[src/hdl/tas_pkg.sv]
// Shared types, constants and codes for the texture albedo sampler.
`default_nettype none

package tas_pkg;

   // Fixed field widths
   localparam int COORD_W     = 32;
   localparam int INDEX_W     = 16;
   localparam int RGB_W       = 24;
   localparam int CHAN_W      = 8;
   localparam int DIM_W       = 9;
   localparam int DENSITY_W   = 16;
   localparam int CSR_INDEX_W = 3;
   localparam int CSR_DATA_W  = 24;

   // Defaults for the top-level parameters
   localparam int MAX_DIM_DEF         = 256;
   localparam int COORD_FRAC_BITS_DEF = 16;

   // Entries in the queue between front and back
   localparam int QUEUE_DEPTH = 4;

   // Fallback colour
   localparam logic [RGB_W-1:0] RED_RGB = 24'hFF0000;

   // Register indexes
   localparam logic [CSR_INDEX_W-1:0] CSR_MODE         = 3'd0;
   localparam logic [CSR_INDEX_W-1:0] CSR_DENSITY      = 3'd1;
   localparam logic [CSR_INDEX_W-1:0] CSR_FIRST_COLOR  = 3'd2;
   localparam logic [CSR_INDEX_W-1:0] CSR_SECOND_COLOR = 3'd3;
   localparam logic [CSR_INDEX_W-1:0] CSR_IMAGE_WIDTH  = 3'd4;
   localparam logic [CSR_INDEX_W-1:0] CSR_IMAGE_HEIGHT = 3'd5;

   // Request function codes
   localparam logic FUNC_WRITE  = 1'b0;
   localparam logic FUNC_SAMPLE = 1'b1;

   typedef enum logic [1:0] {
      MODE_RED     = 2'd0,
      MODE_SOLID   = 2'd1,
      MODE_CHECKER = 2'd2,
      MODE_IMAGE   = 2'd3
   } mode_type;

   // What the back part has to do with an item
   typedef enum logic [1:0] {
      KIND_WRITE   = 2'd0,
      KIND_COLOUR  = 2'd1,
      KIND_CHECKER = 2'd2,
      KIND_LOOKUP  = 2'd3
   } kind_type;

   // Configuration as seen by front and back (dimensions already saturated)
   typedef struct packed {
      mode_type               mode;
      logic [DENSITY_W-1:0]   density;
      logic [RGB_W-1:0]       first_color;
      logic [RGB_W-1:0]       second_color;
      logic [DIM_W-1:0]       width;
      logic [DIM_W-1:0]       height;
   } cfg_type;

   // Fixed part of a queue entry
   typedef struct packed {
      kind_type               kind;
      logic [RGB_W-1:0]       rgb;
      logic [INDEX_W-1:0]     index;
   } head_type;

endpackage

`default_nettype wire

[src/hdl/tas_queue.sv]
// Short register queue that decouples the front part from the back part.
`default_nettype none

module tas_queue import tas_pkg::*; #(
   parameter int WIDTH = 8,
   parameter int DEPTH = QUEUE_DEPTH
) (
   input  wire logic             clock,
   input  wire logic             reset,
   input  wire logic             push_valid,
   output logic                  push_ready,
   input  wire logic [WIDTH-1:0] push_data,
   output logic                  pop_valid,
   input  wire logic             pop_ready,
   output logic [WIDTH-1:0]      pop_data
);

   localparam int PTR_W = (DEPTH > 1) ? $clog2(DEPTH) : 1;
   localparam int CNT_W = $clog2(DEPTH + 1);
   localparam logic [PTR_W-1:0] LAST = PTR_W'(DEPTH - 1);

   logic [WIDTH-1:0] entry_ff [DEPTH];
   logic [PTR_W-1:0] wr_ptr_ff, wr_ptr_in;
   logic [PTR_W-1:0] rd_ptr_ff, rd_ptr_in;
   logic [CNT_W-1:0] count_ff, count_in;
   logic             push, pop;

   assign push_ready = (count_ff != CNT_W'(DEPTH));
   assign pop_valid  = (count_ff != '0);
   assign push       = push_valid && push_ready;
   assign pop        = pop_valid && pop_ready;
   assign pop_data   = entry_ff[rd_ptr_ff];

   // pointer and fill count update
   always_comb begin
      wr_ptr_in = wr_ptr_ff;
      rd_ptr_in = rd_ptr_ff;
      count_in  = count_ff;
      if (push) begin
         wr_ptr_in = (wr_ptr_ff == LAST) ? '0 : wr_ptr_ff + 1'b1;
      end
      if (pop) begin
         rd_ptr_in = (rd_ptr_ff == LAST) ? '0 : rd_ptr_ff + 1'b1;
      end
      if (push && !pop) begin
         count_in = count_ff + 1'b1;
      end else if (pop && !push) begin
         count_in = count_ff - 1'b1;
      end
   end

   always_ff @(posedge clock) begin
      if (reset) begin
         wr_ptr_ff <= '0;
         rd_ptr_ff <= '0;
         count_ff  <= '0;
      end else begin
         wr_ptr_ff <= wr_ptr_in;
         rd_ptr_ff <= rd_ptr_in;
         count_ff  <= count_in;
      end
   end

   always_ff @(posedge clock) begin
      if (push) begin
         entry_ff[wr_ptr_ff] <= push_data;
      end
   end

`ifndef NO_ASSERTIONS
   a_count_bound: assert property (@(posedge clock) disable iff (reset)
      count_ff <= CNT_W'(DEPTH))
      else $error("queue fill count above depth");
   a_push_grows: assert property (@(posedge clock) disable iff (reset)
      (!reset && push && !pop) |=> (count_ff == $past(count_ff) + 1'b1))
      else $error("queue count did not grow on a lone push");
   a_pop_shrinks: assert property (@(posedge clock) disable iff (reset)
      (!reset && pop && !push) |=> (count_ff == $past(count_ff) - 1'b1))
      else $error("queue count did not shrink on a lone pop");
   a_pop_nonempty: assert property (@(posedge clock) disable iff (reset)
      pop |-> (count_ff != '0))
      else $error("pop from an empty queue");
`endif

endmodule

`default_nettype wire

[config.mk]
export PLATFORM = sky130hd
export DESIGN_NAME = tas_queue
export DESIGN_NICKNAME = d
export VERILOG_FILES = /design/src/hdl/tas_pkg.sv /design/src/hdl/tas_queue.sv
export SDC_FILE = /design/constraint.sdc
export NUM_CORES = 1
export LEC_CHECK = 0
export BUFFER_PORTS_ARGS = -buffer_cell sky130_fd_sc_hd__buf_2
export CAP_MARGIN = 25
export CORE_ASPECT_RATIO = 1.1
export CORE_MARGIN = 4
export CORE_UTILIZATION = 55
export DETAILED_ROUTE_END_ITERATION = 10
export MAX_ROUTING_LAYER = met4
export PLACE_DENSITY = 0.88
export SLEW_MARGIN = 15
export SYNTH_ARGS = -nofsm -noshare
export SYNTH_HDL_FRONTEND = slang
export SYNTH_SLANG_ARGS = --single-unit
[constraint.sdc]
create_clock -name clock -period 2.9 [get_ports clock]
set_clock_uncertainty 0.2 [all_clocks]
set_input_delay 0.145 -clock clock [delete_from_list [all_inputs] [get_ports clock]]
set_output_delay 0.145 -clock clock [all_outputs]
set_load 0.01 [all_outputs]
# Word-level counts from Yosys, hierarchy flattened
# Memories as Yosys holds them, arrays and structs flattened. A register that Yosys moved wholly into a read port is not among the register bits.
# Index checks and enable logic that the tools add are counted.
# word_totals
in_bits	12
output_inout_bits	10
ff_bits	7
memories	1
wordCells	27
mem_bits_rw	32
# memory_table
memory	words	word_bits	rd	rd_clocked_by_memory_dff	write_ports	line	text
entry_ff	4	8	1	1	1	tas_queue.sv:22	logic [WIDTH-1:0] entry_ff [DEPTH];
# classes
addsub	4
n_reduce_logical	8
n_eq_ne	3
muxes	8
# ops
op	count
$mux W2	4
$mux W3	2
$add A2 B1 Y2 const B	2
$eq A2 B2 Y1 const B	2
$logic_and A1 B1 Y1	4
$add A3 B1 Y3 const B	1
$ne A3 B3 Y1 const B	1
$reduce_bool A3 Y1	1
$sub A3 B1 Y3 const B	1
$logic_not A1 Y1	2
$mux W1	2
$reduce_bool A2 Y1	1

# Longest topological paths before layout
# depth
word_depth	6
ltp_mapped	9

# Worst setup path before layout
# OpenSTA, ideal clock, no wires.
# synth_path
path_kind	register to register
startpoint	register count_ff[0]
endpoint	register count_ff[2]
stages_incl_launch_ff	10
slack_ps	529
t_arrival_ps	2101
required_time_ps	2630
setup_time_ps	70
synth_period_minus_slack_ps	2371
cell_sequence	dfxtp_1 or3b_1 clkbuf_2 and2_4 ha_1 inv_1 fa_1 xor2_1 or3_2 a21oi_1
# synth_between
elab_chain_cells	5
# synth_rtl
element	line	text
from (decl)	tas_queue.sv:25	logic [CNT_W-1:0] count_ff, count_in;
from (signal assigned)	tas_queue.sv:60	count_ff <= count_in;
$ne A3 B3 Y1 (*)	tas_queue.sv:28	assign push_ready = (count_ff != CNT_W'(DEPTH));
via push_ready	tas_queue.sv:11	output logic push_ready,
$logic_and A1 B1 Y1 (*)	tas_queue.sv:30	assign push = push_valid && push_ready;
via push	tas_queue.sv:26	logic push, pop;
$logic_not A1 Y1	tas_queue.sv:47	end else if (pop && !push) begin
$logic_and A1 B1 Y1	tas_queue.sv:47	
$reduce_bool A2 Y1 (no line)	n/a	
# Mark *: on every way through the listed nets, which the timed path passes. The rest lies on a longest branch. The select of a mux whose other input is x is not followed.
# A chain may end at the register's enable or synchronous reset.

# Final worst setup path
# layout_path
startpoint	register count_ff[0]
endpoint	register count_ff[2]
# layout_between
elab_chain_cells	5
# layout_rtl
element	line
$ne A3 B3 Y1 (*)	tas_queue.sv:28
$logic_and A1 B1 Y1 (*)	tas_queue.sv:30
via push	tas_queue.sv:26
$logic_not A1 Y1	tas_queue.sv:47
$logic_and A1 B1 Y1	tas_queue.sv:47
$reduce_bool A2 Y1 (no line)	n/a
# Marks and branches as above.

==> results.sh <==
export IMPL_syn_area_per_cell_sq_um=18.2
export IMPL_p_per_area_nw_per_um2=820
export IMPL_dp_hpwl_microns=1780
export IMPL_synth_compound_area_share_pct=2.14
export IMPL_regArea_sq_um=1140
export IMPL_fin_ws_ns=0.400
export IMPL_slew_violations=0
export IMPL_cts_setup_buffers=0
export IMPL_die_y_microns=65.2
export IMPL_timing_hold_worst_class="in -> reg"
export IMPL_clockBufferDepth=2
export IMPL_ys_warn_count=0
export IMPL_tns_ns=0
export IMPL_die_area_sq_um=3910
export IMPL_wirelength_microns=2600
export IMPL_p_leak_nw=0.735
export IMPL_critPathKind="reg -> reg"
export IMPL_maxCapViolCount=0
export IMPL_syn_instance_count=90
export IMPL_synth_top_family_by_area="multiplexers"
export IMPL_cts_tree="yes"
export IMPL_grt_usage_pct=16.7
export IMPL_period_needed_ns=2.50
export IMPL_grt_pass1_vias=972
export IMPL_timing_slew_headroom_pct=64.3
export IMPL_pre_cts_ws_ns=0.418
export IMPL_total_power_mw=1.60
export IMPL_clkTransAtPathRegs_ns=0.12
export IMPL_ctsHoldBuffers=10
export IMPL_grt_pass1_wl_microns=4490
export IMPL_vias_per_cell=5.33
export IMPL_cts_buffers=5
export IMPL_gp_congestion=0.692
export IMPL_synthAdderAreaFrac_pct=5.82
export IMPL_drc_errors=0
export IMPL_nets=144
export IMPL_final_cell_mix="32 x edfxtp_1, 21 x buf_2, 10 x dlygate4sd3_1"
export IMPL_vias=847
export IMPL_irDropWorstVdd_mv=0.603
export IMPL_reg2reg_slack_ns=0.40
export IMPL_clock_fmax_mhz=400
export IMPL_endpoint_kind="register"
export IMPL_max_stage_delay_ns=0.44
export IMPL_firstDrtPassIters=4
export IMPL_grt_overflow_total=0
export IMPL_fillers=197
export IMPL_core_area_sq_um=2800
export IMPL_areaGrowthSynthToFinish_pct=19.7
export IMPL_final_common_cell="edfxtp_1"
export IMPL_ys_seq_area_share_pct=69.8
export IMPL_num_antenna_cells=0
export IMPL_drt_iter0_markers=32
export IMPL_cp_max_fo=7
export IMPL_start_kind="register"
export IMPL_crit_arrival_ns=2.57
export IMPL_synth_xor_area_share_pct=1.07
export IMPL_post_route_util_pct=69.8
export IMPL_layout_drive_gt1_share_pct=35.7
export IMPL_io_buffers=21
export IMPL_cts_sinks=41
export IMPL_insertion_delay_ns=0.34
export IMPL_ant_nets=0
export IMPL_die_w_microns=60.0
export IMPL_period_share_pct=86.2
export IMPL_wl_per_cell_microns=16.3
export IMPL_placementRows=20
export IMPL_syn_area_sq_um=1630
export IMPL_synth_cell_types=26
export IMPL_fin_cells=159
export IMPL_htree_levels=2
export IMPL_grt_max_degree=13
export IMPL_cts_root_buffer="clkbuf_4"
export IMPL_synth_nets=109
export IMPL_start_util_pct=58.3
export IMPL_outcome="completed"
export IMPL_path_cells="or3b_1, and2_4, ha_1, inv_1, fa_1, xor2_1, or3_2, a21oi_1"
export IMPL_setup_violations=0
export IMPL_crit_slowest_cell="dfxtp_1"
export IMPL_tightest_slew_ns=0.534
export IMPL_rsz0062_at_grt="no"
export IMPL_io_pins=22
export IMPL_hold_viol_final=0
export IMPL_required_ns=2.97
export IMPL_synthMuxAreaShare_pct=12.9
export IMPL_dp_cells=141
export IMPL_synth_ff_latch_count=41
export IMPL_synth_simple_gate_area_share_pct=6.51
export IMPL_antenna_found_initial=0
export IMPL_cts_resized=0
export IMPL_multiInputGateArea_sq_um=464
## per-stage QoR
| stage | area (sq um) | hold slack, ns |
|---|---|---|
| 2_1_floorplan | 1630 | 0.0439 |
| 3_3_place_gp | 1770 | 0.154 |
| 3_5_place_dp | 1770 | 0.168 |
| 4_1_cts | 1960 | 0.0780 |
| 5_1_grt | 1960 | 0.107 |
| 6_report | 1960 | 0.0925 |
## cell usage after synthesis, drive strengths merged
cell | n | area (sq um)
and2 | 1 | 8.76
nor3 | 1 | 5.00
o21ai | 1 | 5.00
xor2 | 2 | 17.5
edfxtp | 32 | 961
or3 | 3 | 21.3
a21oi | 2 | 10.0
or3b | 1 | 8.76
o31ai | 2 | 20.0
inv | 3 | 11.3
and3 | 4 | 30.0
nand2 | 1 | 3.75
ha | 6 | 75.1
nand3 | 1 | 5.00
clkbuf | 2 | 8.75
nor2 | 3 | 11.3
nand2b | 2 | 12.5
mux4 | 8 | 180
mux2i | 3 | 30.0
buf | 2 | 8.75
dfxtp | 9 | 180
fa | 1 | 20.0
## power breakdown
group | switching, mW | leakage [nW] | internal [mW]
Sequential | 0.0699 | 0.367 | 0.722
Clock | 0.173 | 0.0455 | 0.206
Combinational | 0.204 | 0.323 | 0.229
Total | 0.447 | 0.735 | 1.16
## state kept, by name, indices dropped and copies added (netlist names), named ones only
signal	cells
rd_ptr_ff	2
count_ff	3
entry_ff	32
wr_ptr_ff	2
## final timing paths
| path | from | endpoint | cells after the start |
|---|---|---|---|
| hold / removal | pop_ready | rd_ptr_ff[0] | 5 |
| setup reg to reg | count_ff[0] | count_ff[2] | 8 |
| hold reg to reg | rd_ptr_ff[0] | rd_ptr_ff[0] | 2 |
| setup / recovery | count_ff[0] | count_ff[2] | 8 |
## cell type report
class	count	area share, %
Sequential cell	41	58.3
Multi-Input combinational cell	42	23.7
Timing Repair Buffer	32	10.9
Clock buffer	7	2.82
Tap cell	33	2.11
Clock inverter	1	1.54
Inverter	3	0.576
## per-layer routing
metal  track usage, %  vias up  routed length [microns]
met5                -        -                        0
met3             5.30        5                      115
met1             18.6      406                     1040
met2             28.0       22                     1390
li1                 -      414                        -
met4             5.82        0                       46
## critical path: cells and delay by family (launching register included)
family                     cells  cell delay, ns
and+or+nand+nor                3            0.87
adders and majority gates      2            0.55
DFF                            1            0.44
xor gates and xnor gates       1            0.16
AOI/OAI and AO/OA              1            0.16
buffers and inverters          1            0.06
## logic make-up after synthesis
group	Yosys count
mux	11
fa+ha+maj	7
xor+xnor	2
buf+inv	7
simple gates	17
compound gates	5
flops	41
Note: power is estimated with default switching activity, not from simulation.
