**src/hdl/tas_pkg.sv**
```systemverilog
// Shared types, constants and codes for the texture albedo sampler.
`default_nettype none

package tas_pkg;

   // Fixed field widths
   localparam int COORD_W     = 32;
   localparam int INDEX_W     = 16;
   localparam int RGB_W       = 24;
   localparam int CHAN_W      = 8;
   localparam int DIM_W       = 9;
   localparam int DENSITY_W   = 16;
   localparam int CSR_INDEX_W = 3;
   localparam int CSR_DATA_W  = 24;

   // Defaults for the top-level parameters
   localparam int MAX_DIM_DEF         = 256;
   localparam int COORD_FRAC_BITS_DEF = 16;

   // Entries in the queue between front and back
   localparam int QUEUE_DEPTH = 4;

   // Fallback colour
   localparam logic [RGB_W-1:0] RED_RGB = 24'hFF0000;

   // Register indexes
   localparam logic [CSR_INDEX_W-1:0] CSR_MODE         = 3'd0;
   localparam logic [CSR_INDEX_W-1:0] CSR_DENSITY      = 3'd1;
   localparam logic [CSR_INDEX_W-1:0] CSR_FIRST_COLOR  = 3'd2;
   localparam logic [CSR_INDEX_W-1:0] CSR_SECOND_COLOR = 3'd3;
   localparam logic [CSR_INDEX_W-1:0] CSR_IMAGE_WIDTH  = 3'd4;
   localparam logic [CSR_INDEX_W-1:0] CSR_IMAGE_HEIGHT = 3'd5;

   // Request function codes
   localparam logic FUNC_WRITE  = 1'b0;
   localparam logic FUNC_SAMPLE = 1'b1;

   typedef enum logic [1:0] {
      MODE_RED     = 2'd0,
      MODE_SOLID   = 2'd1,
      MODE_CHECKER = 2'd2,
      MODE_IMAGE   = 2'd3
   } mode_type;

   // What the back part has to do with an item
   typedef enum logic [1:0] {
      KIND_WRITE   = 2'd0,
      KIND_COLOUR  = 2'd1,
      KIND_CHECKER = 2'd2,
      KIND_LOOKUP  = 2'd3
   } kind_type;

   // Configuration as seen by front and back (dimensions already saturated)
   typedef struct packed {
      mode_type               mode;
      logic [DENSITY_W-1:0]   density;
      logic [RGB_W-1:0]       first_color;
      logic [RGB_W-1:0]       second_color;
      logic [DIM_W-1:0]       width;
      logic [DIM_W-1:0]       height;
   } cfg_type;

   // Fixed part of a queue entry
   typedef struct packed {
      kind_type               kind;
      logic [RGB_W-1:0]       rgb;
      logic [INDEX_W-1:0]     index;
   } head_type;

endpackage

`default_nettype wire

```
**src/hdl/tas_if.sv**
```systemverilog
// Valid/ready channel interfaces for sampler requests and responses.
`default_nettype none

interface tas_req_if import tas_pkg::*; ();
   logic                      valid;
   logic                      ready;
   logic                      func;
   logic signed [COORD_W-1:0] coord_x;
   logic signed [COORD_W-1:0] coord_y;
   logic [INDEX_W-1:0]        texel_index;
   logic [RGB_W-1:0]          texel_rgb;

   modport source (output valid, func, coord_x, coord_y, texel_index, texel_rgb,
                   input ready);
   modport sink   (input valid, func, coord_x, coord_y, texel_index, texel_rgb,
                   output ready);
endinterface


`default_nettype wire

```
**src/hdl/tas_front.sv**
```systemverilog
// Front part: accepts requests, classifies them, clamps coordinates, resolves the checker.
`default_nettype none

module tas_front import tas_pkg::*; #(
   parameter int COORD_FRAC_BITS = COORD_FRAC_BITS_DEF
) (
   input  wire logic                       clock,
   input  wire logic                       reset,
   tas_req_if.sink                         req_chan,
   input  wire cfg_type                    cfg,
   output logic                            push_valid,
   input  wire logic                       push_ready,
   output head_type                        push_head,
   output logic [COORD_FRAC_BITS:0]        push_cx,
   output logic [COORD_FRAC_BITS:0]        push_cy
);

   localparam int CW     = COORD_FRAC_BITS + 1;
   localparam int FB     = COORD_FRAC_BITS + 8;
   localparam int WIDE_W = COORD_W + 2;
   localparam logic signed [WIDE_W-1:0] ONE_WIDE = WIDE_W'(64'd1 << COORD_FRAC_BITS);
   localparam logic [FB-1:0] HALF = FB'(64'd1 << (FB - 1));

   // clamp to the unit interval
   function automatic logic [CW-1:0] clamp_unit(input logic signed [WIDE_W-1:0] c);
      logic [CW-1:0] r;
      if (c < 0) begin
         r = '0;
      end else if (c > ONE_WIDE) begin
         r = CW'(ONE_WIDE);
      end else begin
         r = c[CW-1:0];
      end
      return r;
   endfunction

   logic                      f_valid_ff, f_valid_in;
   head_type                  f_head_ff, f_head_in;
   logic [FB-1:0]             f_tx_ff, f_ty_ff;
   logic [CW-1:0]             f_cx_ff, f_cy_ff;

   logic                      load;
   logic                      push;
   logic signed [WIDE_W-1:0]  x_wide, y_wide, y_flip;
   logic [FB+DENSITY_W-1:0]   tx_full, ty_full;
   logic                      nz_x, nz_y, hit;

   assign push             = f_valid_ff && push_ready;
   assign req_chan.ready   = !f_valid_ff || push_ready;
   assign load             = req_chan.valid && req_chan.ready;

   // coordinates widened so that 1 - y cannot overflow
   assign x_wide = WIDE_W'(req_chan.coord_x);
   assign y_wide = WIDE_W'(req_chan.coord_y);
   assign y_flip = ONE_WIDE - y_wide;

   // checker phase: only the fraction bits of density * coordinate matter
   assign tx_full = req_chan.coord_x[FB-1:0] * cfg.density;
   assign ty_full = req_chan.coord_y[FB-1:0] * cfg.density;

   // classification
   always_comb begin
      f_head_in.kind  = KIND_COLOUR;
      f_head_in.rgb   = RED_RGB;
      f_head_in.index = req_chan.texel_index;
      if (req_chan.func == FUNC_WRITE) begin
         f_head_in.kind = KIND_WRITE;
         f_head_in.rgb  = req_chan.texel_rgb;
      end else begin
         case (cfg.mode)
            MODE_SOLID: begin
               f_head_in.rgb = cfg.first_color;
            end
            MODE_CHECKER: begin
               f_head_in.kind = KIND_CHECKER;
            end
            MODE_IMAGE: begin
               if (cfg.width != '0 && cfg.height != '0) begin
                  f_head_in.kind = KIND_LOOKUP;
               end
            end
            default: begin
               f_head_in.rgb = RED_RGB;
            end
         endcase
      end
   end

   always_comb begin
      f_valid_in = f_valid_ff;
      if (load) begin
         f_valid_in = 1'b1;
      end else if (push) begin
         f_valid_in = 1'b0;
      end
   end

   always_ff @(posedge clock) begin
      if (reset) begin
         f_valid_ff <= 1'b0;
      end else begin
         f_valid_ff <= f_valid_in;
      end
   end

   always_ff @(posedge clock) begin
      if (load) begin
         f_head_ff <= f_head_in;
         f_tx_ff   <= tx_full[FB-1:0];
         f_ty_ff   <= ty_full[FB-1:0];
         f_cx_ff   <= clamp_unit(x_wide);
         f_cy_ff   <= clamp_unit(y_flip);
      end
   end

   // checker sign: colour one when exactly one sine is negative and none is zero
   assign nz_x = (f_tx_ff != '0) && (f_tx_ff != HALF);
   assign nz_y = (f_ty_ff != '0) && (f_ty_ff != HALF);
   assign hit  = nz_x && nz_y && (f_tx_ff[FB-1] ^ f_ty_ff[FB-1]);

   always_comb begin
      push_head = f_head_ff;
      if (f_head_ff.kind == KIND_CHECKER) begin
         push_head.kind = KIND_COLOUR;
         push_head.rgb  = hit ? cfg.first_color : cfg.second_color;
      end
   end

   assign push_valid = f_valid_ff;
   assign push_cx    = f_cx_ff;
   assign push_cy    = f_cy_ff;

endmodule

`default_nettype wire

```
**src/flat_wrapper.sv**
```systemverilog
// flat-port wrapper written by rule: the top's interface ports become plain ports
module tas_front_flat import tas_pkg::*;
#(
   parameter int COORD_FRAC_BITS = COORD_FRAC_BITS_DEF
)
  (clock, reset, cfg, push_valid, push_ready, push_head, push_cx, push_cy, req_chan_valid, req_chan_func, req_chan_coord_x, req_chan_coord_y, req_chan_texel_index, req_chan_texel_rgb, req_chan_ready);
  tas_req_if req_chan_i ();
  input  wire logic clock;
  input  wire logic reset;
  input  wire cfg_type cfg;
  output logic push_valid;
  input  wire logic push_ready;
  output head_type push_head;
  output logic [COORD_FRAC_BITS:0] push_cx;
  output logic [COORD_FRAC_BITS:0] push_cy;
  input wire logic [$bits(req_chan_i.valid)-1:0] req_chan_valid;
  input wire logic [$bits(req_chan_i.func)-1:0] req_chan_func;
  input wire logic [$bits(req_chan_i.coord_x)-1:0] req_chan_coord_x;
  input wire logic [$bits(req_chan_i.coord_y)-1:0] req_chan_coord_y;
  input wire logic [$bits(req_chan_i.texel_index)-1:0] req_chan_texel_index;
  input wire logic [$bits(req_chan_i.texel_rgb)-1:0] req_chan_texel_rgb;
  output wire logic [$bits(req_chan_i.ready)-1:0] req_chan_ready;
  assign req_chan_i.valid = req_chan_valid;
  assign req_chan_i.func = req_chan_func;
  assign req_chan_i.coord_x = req_chan_coord_x;
  assign req_chan_i.coord_y = req_chan_coord_y;
  assign req_chan_i.texel_index = req_chan_texel_index;
  assign req_chan_i.texel_rgb = req_chan_texel_rgb;
  assign req_chan_ready = req_chan_i.ready;
  tas_front #(.COORD_FRAC_BITS(COORD_FRAC_BITS)) u_core (.clock(clock), .reset(reset), .req_chan(req_chan_i), .cfg(cfg), .push_valid(push_valid), .push_ready(push_ready), .push_head(push_head), .push_cx(push_cx), .push_cy(push_cy));
endmodule
```
**config.mk**
```make
export PLATFORM = sky130hd
export DESIGN_NAME = tas_front_flat
export DESIGN_NICKNAME = d
export VERILOG_FILES = /design/src/hdl/tas_pkg.sv /design/src/hdl/tas_if.sv /design/src/hdl/tas_front.sv /design/src/flat_wrapper.sv
export SDC_FILE = /design/constraint.sdc
export NUM_CORES = 1
export LEC_CHECK = 0
export ABC_CLOCK_PERIOD_IN_PS = 8200
export BUFFER_PORTS_ARGS = -buffer_cell sky130_fd_sc_hd__buf_4
export CAP_MARGIN = 20
export CORE_MARGIN = 2
export CORE_UTILIZATION = 30
export CTS_BUF_LIST = sky130_fd_sc_hd__clkbuf_8
export DETAILED_ROUTE_END_ITERATION = 16
export GPL_TIMING_DRIVEN = 0
export SLEW_MARGIN = 20
export SYNTH_ARGS = -nofsm -noshare
export SYNTH_HDL_FRONTEND = slang
export SYNTH_SLANG_ARGS = --single-unit
```
**constraint.sdc**
```tcl
create_clock -name clock -period 8.2 [get_ports clock]
set_clock_uncertainty 0.15 [all_clocks]
set_input_delay 1.23 -clock clock [delete_from_list [all_inputs] [get_ports clock]]
set_output_delay 1.23 -clock clock [all_outputs]
set_load 0.05 [all_outputs]
```
### After elaboration in Yosys (flattened, before gate mapping)

Cells that the tools add are included.

| storage, ports and cells | value |
|---|---|
| logic and storage cells | 50 |
| flip-flop bits (word level) | 125 |
| bits of input ports | 193 |
| output and inout bits | 78 |

| cells by class | value |
|---|---|
| bitwise gates (word level) | 1 |
| equal/unequal tests | 6 |
| multiply operators | 2 |
| $lt $le $gt $ge | 4 |
| add/sub/neg operators | 1 |
| mux-type cells | 10 |
| reduce and logical (&&, ||, !) cells | 16 |

Operators with widths:

| cell | count |
|---|---|
| $mux W24 | 3 |
| $mul A24 B16 Y24 | 2 |
| $ne A24 B24 Y1 const B | 2 |
| $reduce_bool A24 Y1 | 2 |
| $gt A34 B18 Y1 const B | 1 |
| $lt A34 B1 Y1 const B | 1 |
| $mux W17 | 2 |
| $sub A18 B32 Y33 const A | 1 |
| $gt A32 B18 Y1 const B | 1 |
| $lt A32 B1 Y1 const B | 1 |
| $mux W26 | 1 |
| $reduce_bool A9 Y1 | 2 |
| $logic_and A1 B1 Y1 | 7 |
| $eq A2 B2 Y1 const B | 3 |
| $pmux W2 S2 | 1 |
| $reduce_or A2 Y1 | 2 |
| $eq A2 B1 Y1 const B | 1 |
| $mux W1 | 2 |
| $mux W2 | 1 |
| $reduce_bool A2 Y1 | 1 |
| $logic_not A1 Y1 | 1 |
| $logic_or A1 B1 Y1 | 1 |
| $xor A1 B1 Y1 | 1 |

### Depth between registers and ports, before layout

| depth | value |
|---|---|
| word-level depth | 6 |
| gate-level depth with buffers | 23 |

### Worst setup path before layout

Ideal clock, no wire load.

| timing | value |
|---|---|
| path type | input to register |
| from | input port req_chan_coord_y[10] |
| to | register u_core.f_ty_ff[23], data pin |
| arrival time | 6.807 ns |
| path buffers | 2 |
| cell stages on the path | 20 |
| slack | 0.975 ns |
| data required time | 7.782 ns |
| cells stage by stage | clkbuf_1 > clkbuf_1 > nand2_1 > fa_1 > fa_1 > fa_1 > fa_1 > inv_1 > fa_1 > inv_1 > fa_1 > inv_1 > ha_1 > a211oi_1 > nor2_1 > o41ai_1 > o211a_1 > a211oi_1 > o41ai_1 > xnor2_1 |

| between the ends | value |
|---|---|
| longest elaborated chain between the ends | 1 |

RTL lines:

| element | line | source |
|---|---|---|
| start: declaration | flat_wrapper.sv:19 | `input wire logic [$bits(req_chan_i.coord_y)-1:0] req_chan_coord_y;` |
| $mul A24 B16 Y24 | tas_front.sv:59 | `assign ty_full = req_chan.coord_y[FB-1:0] * cfg.density;` |
| named net u_core.ty_full[23] | tas_front.sv:45 | `logic [FB+DENSITY_W-1:0] tx_full, ty_full;` |
| end signal: assignment | tas_front.sv:110 | `f_ty_ff <= ty_full[FB-1:0];` |
| end: declaration | tas_front.sv:39 | `logic [FB-1:0] f_tx_ff, f_ty_ff;` |

The timed path passes the listed nets, and every way through them passes these cells.
A chain may end at the register's enable or synchronous reset.

### Worst setup path after layout

| timing | value |
|---|---|
| from | input port cfg[70] (netlist name) |
| to | register u_core.f_ty_ff[19], data pin |

| between the ends | value |
|---|---|
| longest elaborated chain between the ends | 1 |

RTL lines:

| element | line | source |
|---|---|---|
| start: declaration | flat_wrapper.sv:10 | `input wire cfg_type cfg;` |
| $mul A24 B16 Y24 | tas_front.sv:59 |  |
| named net u_core.ty_full[19] | tas_front.sv:45 |  |

The timed path passes the listed nets, and every way through them passes these cells.

==> flow_summary.yaml <==
setup_path:
  r2r_cells: 4
  startpoint: "cfg[70]"
  r2r-start: "u_core.push_valid$_SDFFE_PP0P_"
  end_kind: "flop"
  worst_setup_path_start_kind: "primary input"
  worstSetupPathType: "in -> reg"
  crit_fanout: 10
  critPathArrivalTime_ns: 8.07
  required_ns: 8.32
clock_tree:
  h-tree-depth: 4
  clkSlewWorstSetupHoldPaths_ns: 0.09
  clock_latency_ns: 0.53
  clock-root-buffer: "clkbuf_8"
  cts_tree: "done"
  cts_made_buffers: 17
  clock_sinks: 125
  cts.path.max_buffers: 2
synth:
  syn_nets: 3035
  synth_area_um2: 21600
  ys_ff_latch: 125
  synth_edf_count: 124
  seq_area_frac_synth_pct: 17.3
  yosys.cell_types.count: 66
  async_reset_ff_share_pct: 0
  syn_inst: 2342
  synth-main-ff-cell: "edfxtp_1"
  post_synth.cell_area_avg_um2: 9.24
  yosys_warnings: 0
timing:
  tightestPinTransition_ns: 1.07
  period_minus_slack_ns: 7.95
  setup_slack_ns: 0.253
  timing.final.hold_violations: 0
  rsz0062_at_grt: "false"
  tns_ns: 0
  fmax_ghz: 0.126
  fin_crit_sh_pct: 96.9
  hold_ws_ns: 0.381
  setup_viol: 0
  relSlewSlack_pct: 28.6
  drv_slew: 0
run:
  cap_viol_max_count: 0
grt:
  grt_pass1_wl_um: 101000
  antenna_found_initial: 5
  grt_pass1_vias: 17649
  grt_max_degree: 45
  track_usage_pct: 18.1
  overflow: 0
finish:
  final_util_pct: 35.2
  final_cell_mix: "484 x inv_1, 384 x fa_1, 363 x nand2_1, 269 x buf_4, 247 x and2_1"
  drive_gt1_share_pct: 12.9
  syn_to_final_growth_pct: 16.4
  stdcell_count: 3581
  final_common_cell: "inv_1"
  nNetsFinal: 3309
power_and_ir_drop:
  peakVddDrop_mv: 0.683
  power_density_nw_per_um2: 429
  p_leak_nw: 11.6
route:
  wl_per_cell_um: 18.4
  wl_um: 66000
  drcViolationCount: 0
  first_pass_iters: 6
  avgViaCountPerCell: 4.75
  num_vias: 16993
  drtIter0Drc: 1253
  antenna_left: 0
placement:
  hpwl_um: 53400
  pre_cts_slack_ns: -0.472
  gp_congestion: 0.877
  placed_cells: 3547
  port_buffers: 253
floorplan:
  die_area_um2: 74300
  start_util_pct: 30.3
  io_pins: 271
  rows: 98
  coreArea_um2: 71500
  die_h_um: 273
  die_x_um: 273
worst_hold_path:
  hp-class: "reg -> reg"
  hold_depth: 2
  hold_start: "u_core.push_valid$_SDFFE_PP0P_"
outcome:
  status: "completed"
## worst paths after layout
kind | slack (ns) | endpoint
worst min-delay path | 0.38 | u_core.push_valid$_SDFFE_PP0P_
worst max-delay path | 0.25 | u_core.f_ty_ff[19]$_DFFE_PP_
worst min register to register | 0.38 | u_core.push_valid$_SDFFE_PP0P_
worst max register to register | 6.09 | u_core.f_ty_ff[18]$_DFFE_PP_
## metal layers
| layer | global-route usage (%) | part of all wire, % | vias up |
|---|---|---|---|
| li1 | - | - | 7695 |
| met1 | 22.5 | 40 | 8471 |
| met2 | 30.5 | 48 | 709 |
| met3 | 4.71 | 8.8 | 114 |
| met4 | 6.15 | 3.1 | 4 |
| met5 | 0 | 0.042 | - |
## through the flow
stage	area, µm²	power (W)
6_report	25200	0.0108
5_1_grt	25200	0.0120
3_3_place_gp	24700	0.0101
4_1_cts	25200	0.0108
2_1_floorplan	21600	0.00809
3_5_place_dp	24800	0.0102
## power breakdown
part | switching [W] | total [W] | internal (W)
Clock | 0.000333 | 0.000586 | 0.000253
Sequential | 0.0000400 | 0.00132 | 0.00128
Combinational | 0.00505 | 0.00890 | 0.00385
## cells by family after synthesis
group / Yosys count / synth area share (%)
adders and majority gates: 500 / 42.2
and+or+nand+nor: 780 / 18.3
buffers and inverters: 627 / 11.3
DFF: 125 / 17.3
muxes: 26 / 1.21
AOI/OAI and AO/OA: 181 / 5.54
xor gates and xnor gates: 103 / 4.17
## sequential cells by signal (all words and copies together), names as in the netlist
| register | flops |
|---|---|
| u_core.f_tx_ff | 24 |
| u_core.push_head | 16 |
| u_core.push_valid | 1 |
| u_core.f_ty_ff | 24 |
| u_core.push_cy | 17 |
| u_core.push_cx | 17 |
| u_core.f_head_ff | 26 |
## synthesized netlist by cell type, drive strengths merged, types with 9 or more instances
library cell | n | share of area [%]
and2 | 248 | 7.2
or2 | 9 | 0.27
clkbuf | 125 | 2.2
nor3 | 37 | 1.1
a21oi | 34 | 0.79
nand3 | 13 | 0.30
xnor2 | 76 | 3.1
o22a | 9 | 0.36
ha | 116 | 6.7
nand2 | 363 | 6.3
fa | 384 | 36
mux2i | 25 | 1.2
nand2b | 9 | 0.26
o21ai | 57 | 1.3
a21o | 14 | 0.49
nor4 | 27 | 0.87
buf | 19 | 0.73
inv | 483 | 8.4
nor2 | 33 | 0.57
edfxtp | 124 | 17
xor2 | 27 | 1.1
## worst max-delay path: stages
cell	delay, ns
buf_4	0.12
clkbuf_1	0.51
clkbuf_1	0.75
and2_1	0.27
fa_1	0.40
inv_1	0.08
fa_1	0.43
fa_1	0.51
fa_1	0.56
inv_1	0.05
fa_1	0.47
inv_1	0.05
fa_1	0.47
inv_1	0.04
ha_1	0.35
a211oi_1	0.29
nor2_1	0.14
o41ai_2	0.57
o21ai_0	0.27
a21o_1	0.22
a21oi_1	0.16
xnor2_1	0.11
## timing repair
item,in CTS,in global routing
hold buffers,0,0
setup buffers,0,0
gates resized for setup,0,4
endpoints found under the setup margin,0,4
## cell type report
cell class,count,area [µm²]
fillers,7382,46300
multi-input cells,1590,15500
flip-flops and latches,125,3740
repair buffers,255,1950
inverters,483,1810
well taps,950,1190
plain buffers,144,628
clock buffers,18,248
clock inverters,14,134
diodes,2,5.00
Power figures use the tool's default switching activity.
